**config.mk**
```make
export PLATFORM = sky130hd
export DESIGN_NAME = sm3_hash_core
export DESIGN_NICKNAME = d
export VERILOG_FILES = /design/src/rtl/sm3_pkg.sv /design/src/rtl/sm3_hash_core.sv
export SDC_FILE = /design/constraint.sdc
export NUM_CORES = 2
export LEC_CHECK = 0
export BUFFER_PORTS_ARGS = -buffer_cell sky130_fd_sc_hd__buf_4
export CORE_ASPECT_RATIO = 0.5
export CORE_MARGIN = 5
export CORE_UTILIZATION = 58
export CTS_CLUSTER_SIZE = 25
export DETAILED_ROUTE_END_ITERATION = 10
export MAX_ROUTING_LAYER = met4
export PLACE_DENSITY = 0.77
export REMOVE_ABC_BUFFERS = 1
export SLEW_MARGIN = 20
export SYNTH_ARGS = -nofsm -noshare
export SYNTH_HDL_FRONTEND = slang
export SYNTH_SLANG_ARGS = --single-unit
```
**constraint.sdc**
```tcl
create_clock -name clk -period 8.2 [get_ports clk]
set_clock_uncertainty 0.1 [all_clocks]
set_input_delay 0 -clock clk [delete_from_list [all_inputs] [get_ports clk]]
set_output_delay 0 -clock clk [all_outputs]
set_load 0.05 [all_outputs]
```
**src/rtl/sm3_pkg.sv**
```systemverilog
// SM3 hash core package: payload structs, state enum, IV and round constants.
// No dependencies.
package sm3_pkg;

	typedef struct packed {
		logic [31:0] data_word;
		logic [2:0]  valid_bytes;
		logic        last_word;
	} sm3_in_t;

	typedef struct packed {
		logic [31:0] digest_word;
		logic        digest_last;
	} sm3_out_t;

	typedef enum logic [2:0] {
		ST_IDLE,
		ST_PAD,
		ST_ROUND,
		ST_FOLD,
		ST_EMIT
	} sm3_state_t;

	localparam logic [31:0] TJ_LOW  = 32'h79cc4519;
	localparam logic [31:0] TJ_HIGH = 32'h7a879d8a;
	localparam logic [31:0] PAD_WORD = 32'h80000000;
	localparam logic [3:0]  LEN_HI_POS = 4'd14;

	localparam logic [255:0] IV = {
		32'h7380166f, 32'h4914b2b9, 32'h172442d7, 32'hda8a0600,
		32'ha96f30bc, 32'h163138aa, 32'he38dee4d, 32'hb0fb0e4e
	};

	function automatic logic [31:0] rotl(input logic [31:0] x, input logic [4:0] n);
		logic [63:0] d;
		d = {x, x} << n;
		return d[63:32];
	endfunction

	function automatic logic [31:0] perm0(input logic [31:0] x);
		return x ^ rotl(x, 5'd9) ^ rotl(x, 5'd17);
	endfunction

	function automatic logic [31:0] perm1(input logic [31:0] x);
		return x ^ rotl(x, 5'd15) ^ rotl(x, 5'd23);
	endfunction

endpackage

```
**src/rtl/sm3_hash_core.sv**
```systemverilog
// SM3 hash core top level: word buffering, padding sequencer, one-round-per-cycle
// compression unit and digest output. Depends on sm3_pkg.
//
// Usage: message words are taken while the core is idle, one per cycle at best.
// A word that fills a 16-word block makes the core busy for the 64 rounds and
// the fold, so the sustained word rate is set by the single shared round unit.
// After the last word the core pads one word per cycle (the last word's block
// tail), runs one or two compressions and then offers the eight digest words in
// order straight from the chaining value registers; the input is not ready
// until the eighth word has been taken. Message schedule words are produced on
// the fly in a 16-word sliding window, one new word per round.
module sm3_hash_core (
	input  logic            clk,
	input  logic            arst_n,
	input  logic            in_valid,
	output logic            in_ready,
	input  sm3_pkg::sm3_in_t in_data,
	output logic            out_valid,
	input  logic            out_ready,
	output sm3_pkg::sm3_out_t out_data
);

	sm3_pkg::sm3_state_t state_q, state_d;

	logic [31:0] w_q [16];      // schedule window, w_q[0] is W[j]
	logic [31:0] v_q [8];       // chaining value
	logic [31:0] r_q [8];       // working registers
	logic [3:0]  pos_q;
	logic [63:0] cnt_q;
	logic [5:0]  rnd_q;
	logic        fin_q;         // padding in progress / final compression pending
	logic        lenpend_q;     // padding bit has been merged
	logic        lenhi_q;       // length high word sits at position 14
	logic        donelen_q;     // length words written in the block just compressed
	logic [2:0]  emit_q;

	// word to push this cycle
	logic        push;
	logic [31:0] push_word;
	logic        acc;
	logic [2:0]  nb;
	logic [31:0] mask;
	logic [63:0] bits;
	logic [63:0] cnt_next;

	assign acc = in_valid && in_ready;
	assign nb  = (in_data.valid_bytes > 3'd4) ? 3'd4 : in_data.valid_bytes;
	assign bits = cnt_q << 3;

	always_comb begin
		unique case (nb)
			3'd0:    mask = 32'h00000000;
			3'd1:    mask = 32'hff000000;
			3'd2:    mask = 32'hffff0000;
			3'd3:    mask = 32'hffffff00;
			default: mask = 32'hffffffff;
		endcase
	end

	// select input or padding word
	always_comb begin
		push = 1'b0;
		push_word = 32'h0;
		cnt_next = cnt_q;
		if (acc) begin
			push = 1'b1;
			if (!in_data.last_word) begin
				push_word = in_data.data_word;
				cnt_next = cnt_q + 64'd4;
			end else begin
				cnt_next = cnt_q + {61'd0, nb};
				if (nb == 3'd4) push_word = in_data.data_word;
				else push_word = (in_data.data_word & mask) | (sm3_pkg::PAD_WORD >> {nb, 3'b000});
			end
		end else if (state_q == sm3_pkg::ST_PAD) begin
			push = 1'b1;
			if (!lenpend_q) push_word = sm3_pkg::PAD_WORD;
			else if (pos_q == sm3_pkg::LEN_HI_POS) push_word = bits[63:32];
			else if (pos_q == 4'd15 && lenhi_q) push_word = bits[31:0];
			else push_word = 32'h0;
		end
	end

	// round datapath
	logic [31:0] tj, a12, ss1, ss2, ff, gg, tt1, tt2, wn;
	always_comb begin
		tj  = (rnd_q < 6'd16) ? sm3_pkg::TJ_LOW : sm3_pkg::TJ_HIGH;
		a12 = sm3_pkg::rotl(r_q[0], 5'd12);
		ss1 = sm3_pkg::rotl(a12 + r_q[4] + sm3_pkg::rotl(tj, rnd_q[4:0]), 5'd7);
		ss2 = ss1 ^ a12;
		if (rnd_q < 6'd16) begin
			ff = r_q[0] ^ r_q[1] ^ r_q[2];
			gg = r_q[4] ^ r_q[5] ^ r_q[6];
		end else begin
			ff = (r_q[0] & r_q[1]) | (r_q[0] & r_q[2]) | (r_q[1] & r_q[2]);
			gg = (r_q[4] & r_q[5]) | (~r_q[4] & r_q[6]);
		end
		tt1 = ff + r_q[3] + ss2 + (w_q[0] ^ w_q[4]);
		tt2 = gg + r_q[7] + ss1 + w_q[0];
		wn  = sm3_pkg::perm1(w_q[0] ^ w_q[7] ^ sm3_pkg::rotl(w_q[13], 5'd15))
		      ^ sm3_pkg::rotl(w_q[3], 5'd7) ^ w_q[10];
	end

	// next state
	always_comb begin
		state_d = state_q;
		in_ready = 1'b0;
		unique case (state_q)
			sm3_pkg::ST_IDLE: begin
				in_ready = 1'b1;
				if (acc) begin
					if (pos_q == 4'd15) state_d = sm3_pkg::ST_ROUND;
					else if (in_data.last_word) state_d = sm3_pkg::ST_PAD;
				end
			end
			sm3_pkg::ST_PAD: begin
				if (pos_q == 4'd15) state_d = sm3_pkg::ST_ROUND;
			end
			sm3_pkg::ST_ROUND: begin
				if (rnd_q == 6'd63) state_d = sm3_pkg::ST_FOLD;
			end
			sm3_pkg::ST_FOLD: begin
				if (!fin_q) state_d = sm3_pkg::ST_IDLE;
				else if (lenpend_q && pos_q == 4'd0 && donelen_q) state_d = sm3_pkg::ST_EMIT;
				else state_d = sm3_pkg::ST_PAD;
			end
			sm3_pkg::ST_EMIT: begin
				if (out_ready && emit_q == 3'd7) state_d = sm3_pkg::ST_IDLE;
			end
			default: state_d = sm3_pkg::ST_IDLE;
		endcase
	end

	always_ff @(posedge clk or negedge arst_n) begin
		if (!arst_n) state_q <= sm3_pkg::ST_IDLE;
		else state_q <= state_d;
	end

	// control registers
	always_ff @(posedge clk or negedge arst_n) begin
		if (!arst_n) begin
			pos_q <= '0;
			cnt_q <= '0;
			rnd_q <= '0;
			fin_q <= 1'b0;
			lenpend_q <= 1'b0;
			lenhi_q <= 1'b0;
			donelen_q <= 1'b0;
			emit_q <= '0;
			for (int i = 0; i < 8; i++) v_q[i] <= sm3_pkg::IV[255 - 32*i -: 32];
		end else begin
			if (push) begin
				pos_q <= pos_q + 4'd1;
				cnt_q <= cnt_next;
				if (acc && in_data.last_word) begin
					fin_q <= 1'b1;
					lenpend_q <= (nb != 3'd4);
				end else if (state_q == sm3_pkg::ST_PAD) begin
					lenpend_q <= 1'b1;
				end
				lenhi_q <= !acc && lenpend_q && pos_q == sm3_pkg::LEN_HI_POS;
				donelen_q <= lenhi_q && pos_q == 4'd15;
			end
			if (state_q == sm3_pkg::ST_ROUND) rnd_q <= rnd_q + 6'd1;
			if (state_q == sm3_pkg::ST_FOLD) begin
				for (int i = 0; i < 8; i++) v_q[i] <= v_q[i] ^ r_q[i];
			end
			if (state_q == sm3_pkg::ST_EMIT && out_ready) begin
				emit_q <= emit_q + 3'd1;
				if (emit_q == 3'd7) begin
					for (int i = 0; i < 8; i++) v_q[i] <= sm3_pkg::IV[255 - 32*i -: 32];
					cnt_q <= '0;
					fin_q <= 1'b0;
					lenpend_q <= 1'b0;
					lenhi_q <= 1'b0;
					donelen_q <= 1'b0;
				end
			end
		end
	end

	// schedule window and working registers
	always_ff @(posedge clk) begin
		if (push) w_q[pos_q] <= push_word;
		if (state_q == sm3_pkg::ST_ROUND) begin
			for (int i = 0; i < 15; i++) w_q[i] <= w_q[i + 1];
			w_q[15] <= wn;
			r_q[3] <= r_q[2];
			r_q[2] <= sm3_pkg::rotl(r_q[1], 5'd9);
			r_q[1] <= r_q[0];
			r_q[0] <= tt1;
			r_q[7] <= r_q[6];
			r_q[6] <= sm3_pkg::rotl(r_q[5], 5'd19);
			r_q[5] <= r_q[4];
			r_q[4] <= sm3_pkg::perm0(tt2);
		end else begin
			for (int i = 0; i < 8; i++) r_q[i] <= v_q[i];
		end
	end

	// digest output straight from the chaining value
	assign out_valid = (state_q == sm3_pkg::ST_EMIT);
	assign out_data.digest_word = v_q[emit_q];
	assign out_data.digest_last = (emit_q == 3'd7);

	a_no_overlap: assert property (@(posedge clk) disable iff (!arst_n)
		!(in_ready && out_valid)) else $error("input taken while emitting");
	a_round_start: assert property (@(posedge clk) disable iff (!arst_n)
		(state_q != sm3_pkg::ST_ROUND) |-> (rnd_q == 6'd0)) else $error("round counter stray");
	a_fold_after: assert property (@(posedge clk) disable iff (!arst_n)
		(state_q == sm3_pkg::ST_FOLD) |-> $past(rnd_q) == 6'd63) else $error("fold early");

endmodule
```
==> run metrics <==
ratio of routed vias to standard cells=6.19; cell count of the worst reg-to-reg path=38; Largest delay share family, worst path=compound AO/OA/AOI/OAI gates; synthesized netlist cell count=5805; FF-to-FF setup slack=50 ps; sequential-to-total area share from yosys stat=0.480; data required time at the worst endpoint=8760 ps; Layout area overhead=16.1%; number of enable-type register cells in the synthesized netlist=512; worst-path fanout max=4; final worst-path cycle share=0.993; number of failing hold endpoints at the final stage=0; top_reg_cell synth=sky130_fd_sc_hd__edfxtp_1; total instance count after detailed placement=7373; Post-route DRC=0; total met3 wirelength after detailed routing=21800 um; ranking of synthesized cells by area=sky130_fd_sc_hd__edfxtp_1 25%, sky130_fd_sc_hd__dfrtp_1 9.0%, sky130_fd_sc_hd__dfxtp_1 8.5%; synthesized cell area=60600 sq um; Cell Count, Final, Fillers Out=7636; overflow left after global routing=0; crit path launch type=register; max capacitance violation total=0; vertical extent of the die=239 um; worst reg2reg path startpoint=rnd_q[5]; critical hold path startpoint=in_data[3]; measured slew at the worst slew-check pin=1090 ps; number of failing setup endpoints in the final timing report=0; final-stage net count=6481; antenna violations before repair=10; Initial Util=0.588; overall global routing resource usage=0.379; count of state elements after synthesis=1105; sum of negative setup slack=0 ps; number of port buffers=74; number of pins with negative max-slew slack in the final report=0; FMAX=0.123 GHz; Post-DP HPWL=151000 um; CP Class=register to register; num rows=83; maximum level of the CTS H-tree=3; number of logic stages on the critical path including buffering=38; top-count cell post-synth=sky130_fd_sc_hd__nand2_1; total buffers and inverters traversed by the critical path=7; library cell with the largest summed area after synthesis=sky130_fd_sc_hd__edfxtp_1; Filler Cell Count=7790; total via count in the routed design=47300; Met2 Wirelength=91700 um; slowest stage cell on the critical path=sky130_fd_sc_hd__fa_1; element type at the critical path end=register; CTS buffer count=98; number of detailed-route iterations in the first pass=6; launch point of the critical path=rnd_q[5]; Max-slew headroom=0.273; fin crit period=8150 ps; CTS tree=yes; share of the synthesized area in the top cell type=0.254; synth warn=0; synth unique cells=99; Worst setup endpoint=r_q[1][31]; post-route setup slack=54.2 ps; Core Box Area=103000 sq um; clock slew at the register clock pins of the worst setup and hold paths=80 ps; cell types with the highest counts after synthesis=909 x sky130_fd_sc_hd__nand2_1, 528 x sky130_fd_sc_hd__a21o_1, 512 x sky130_fd_sc_hd__edfxtp_1; proportion of layout cells with a drive suffix above 1=0.182; clk sinks=1105; maximum number of pins on one net before global-route repair=214; Critical Path Max Stage Delay=500 ps; Arr. time, crit path=8700 ps; remaining number of nets flagged by the antenna check after routing=0; number of global-route vias before repair=45100; Die Outline Area=111000 sq um; highest routed metal layer=met4; M1 wire length=87000 um; detailed-route wire length per cell=27.3 um; setup repair after global routing missed its margin=yes; worst min path class=input port to register; worst hold-check slack=53.2 ps; clock latency of the later-clocked register in the worst-skew pair=760 ps; Place WS=-585 ps; Bufs on Longest Clock Path=3; first-pass GRT wire length=302000 um; I/O pin count=75; Post-synth ARST share=0.305; routability congestion estimate=1.01; 1st-iter DRT viols=6674; die width=467 um; reg2reg end=r_q[1][31]; average cell area after synthesis=10.4 sq um; master cell of the clock root buffer=sky130_fd_sc_hd__clkbuf_16; total wirelength of the detailed-routed design=208000 um; result of the run=finished, final reports clean
==> worst min-delay path by stage <==
stage,to,depth (start not counted)
2_1_floorplan,cnt_q[0],0
3_3_place_gp,cnt_q[32],1
3_5_place_dp,cnt_q[33],1
4_1_cts,w_q[15][18],4
5_1_grt,lenpend_q,4
6_report,lenpend_q,4
==> per-layer routing <==
layer,GRT usage,up-vias
li1,-,20600
met1,0.531,23900
met2,0.557,2382
met3,0.0797,394
met4,0.123,0
met5,-,-
==> cells by family (layout without fill, tap and decap cells) <==
logic type | after synthesis | count (layout) | share of synthesized area
simple gates | 1581 | 1581 | 0.112
buf+inv | 619 | 1042 | 0.0391
xor+xnor | 626 | 626 | 0.0921
mux | 174 | 174 | 0.0429
other cells | 0 | 6 | 0
fa+ha+maj | 297 | 297 | 0.0847
flops | 1105 | 1105 | 0.480
compound gates | 1403 | 1403 | 0.150
==> registers in the layout, summed over array words and instances (netlist names) <==
| signal | count |
|---|---|
| emit_q | 3 |
| r_q | 256 |
| rnd_q | 6 |
| fin_q | 1 |
| cnt_q | 61 |
| lenhi_q | 1 |
| donelen_q | 1 |
| v_q | 256 |
| state_q | 3 |
| w_q | 512 |
| lenpend_q | 1 |
| pos_q | 4 |
==> stage by stage <==
step / util / instance area [sq um]
6_report: 0.682 / 70400
5_1_grt: 0.682 / 70400
4_1_cts: 0.671 / 69200
3_5_place_dp: 0.632 / 65100
3_3_place_gp: 0.632 / 65100
2_1_floorplan: - / 59400
==> repair_timing <==
action                     4_1_cts  5_1_grt
gates resized for setup         62      204
pin swaps                       25      113
buffers inserted                 7       26
hold endpoints to repair       468        0
hold buffers                    40        0
setup endpoints to repair       54       56
==> tightest hold or removal path, stage by stage <==
cell                            delay, ps
sky130_fd_sc_hd__dlygate4sd3_1        520
sky130_fd_sc_hd__buf_4                130
sky130_fd_sc_hd__o21ai_0               80
sky130_fd_sc_hd__and2_1               150
==> layout make-up <==
class	count	area, sq um	share of cell area
clock buffers	138	2710	0.0385
diodes	6	15.0	0.000213
inverters	309	1160	0.0165
multi-input cells	4081	30500	0.434
flip-flops and latches	1105	29100	0.413
repair buffers	549	4510	0.0641
clock inverters	46	604	0.00859
well taps	1402	1750	0.0249
==> layout by cell type, fill, tap and decap left out, drive strengths merged, types with 108 or more instances in the layout <==
cell type  Yosys  layout
xor2         277     277
edfxtp       512     512
and3         132     132
buf           49     510
nand2        910     910
dfxtp        256     256
ha           108     108
a21o         528     528
xnor2        342     342
a21oi        260     260
o21ai        393     393
clkbuf       261     138
dfrtp        218     218
nor2         337     337
dfstp        119     119
fa           189     189
inv          307     308
Power is left out: the tool's default activity adds up to more than one toggle a clock period on the data nets, which glitch-free logic cannot reach.
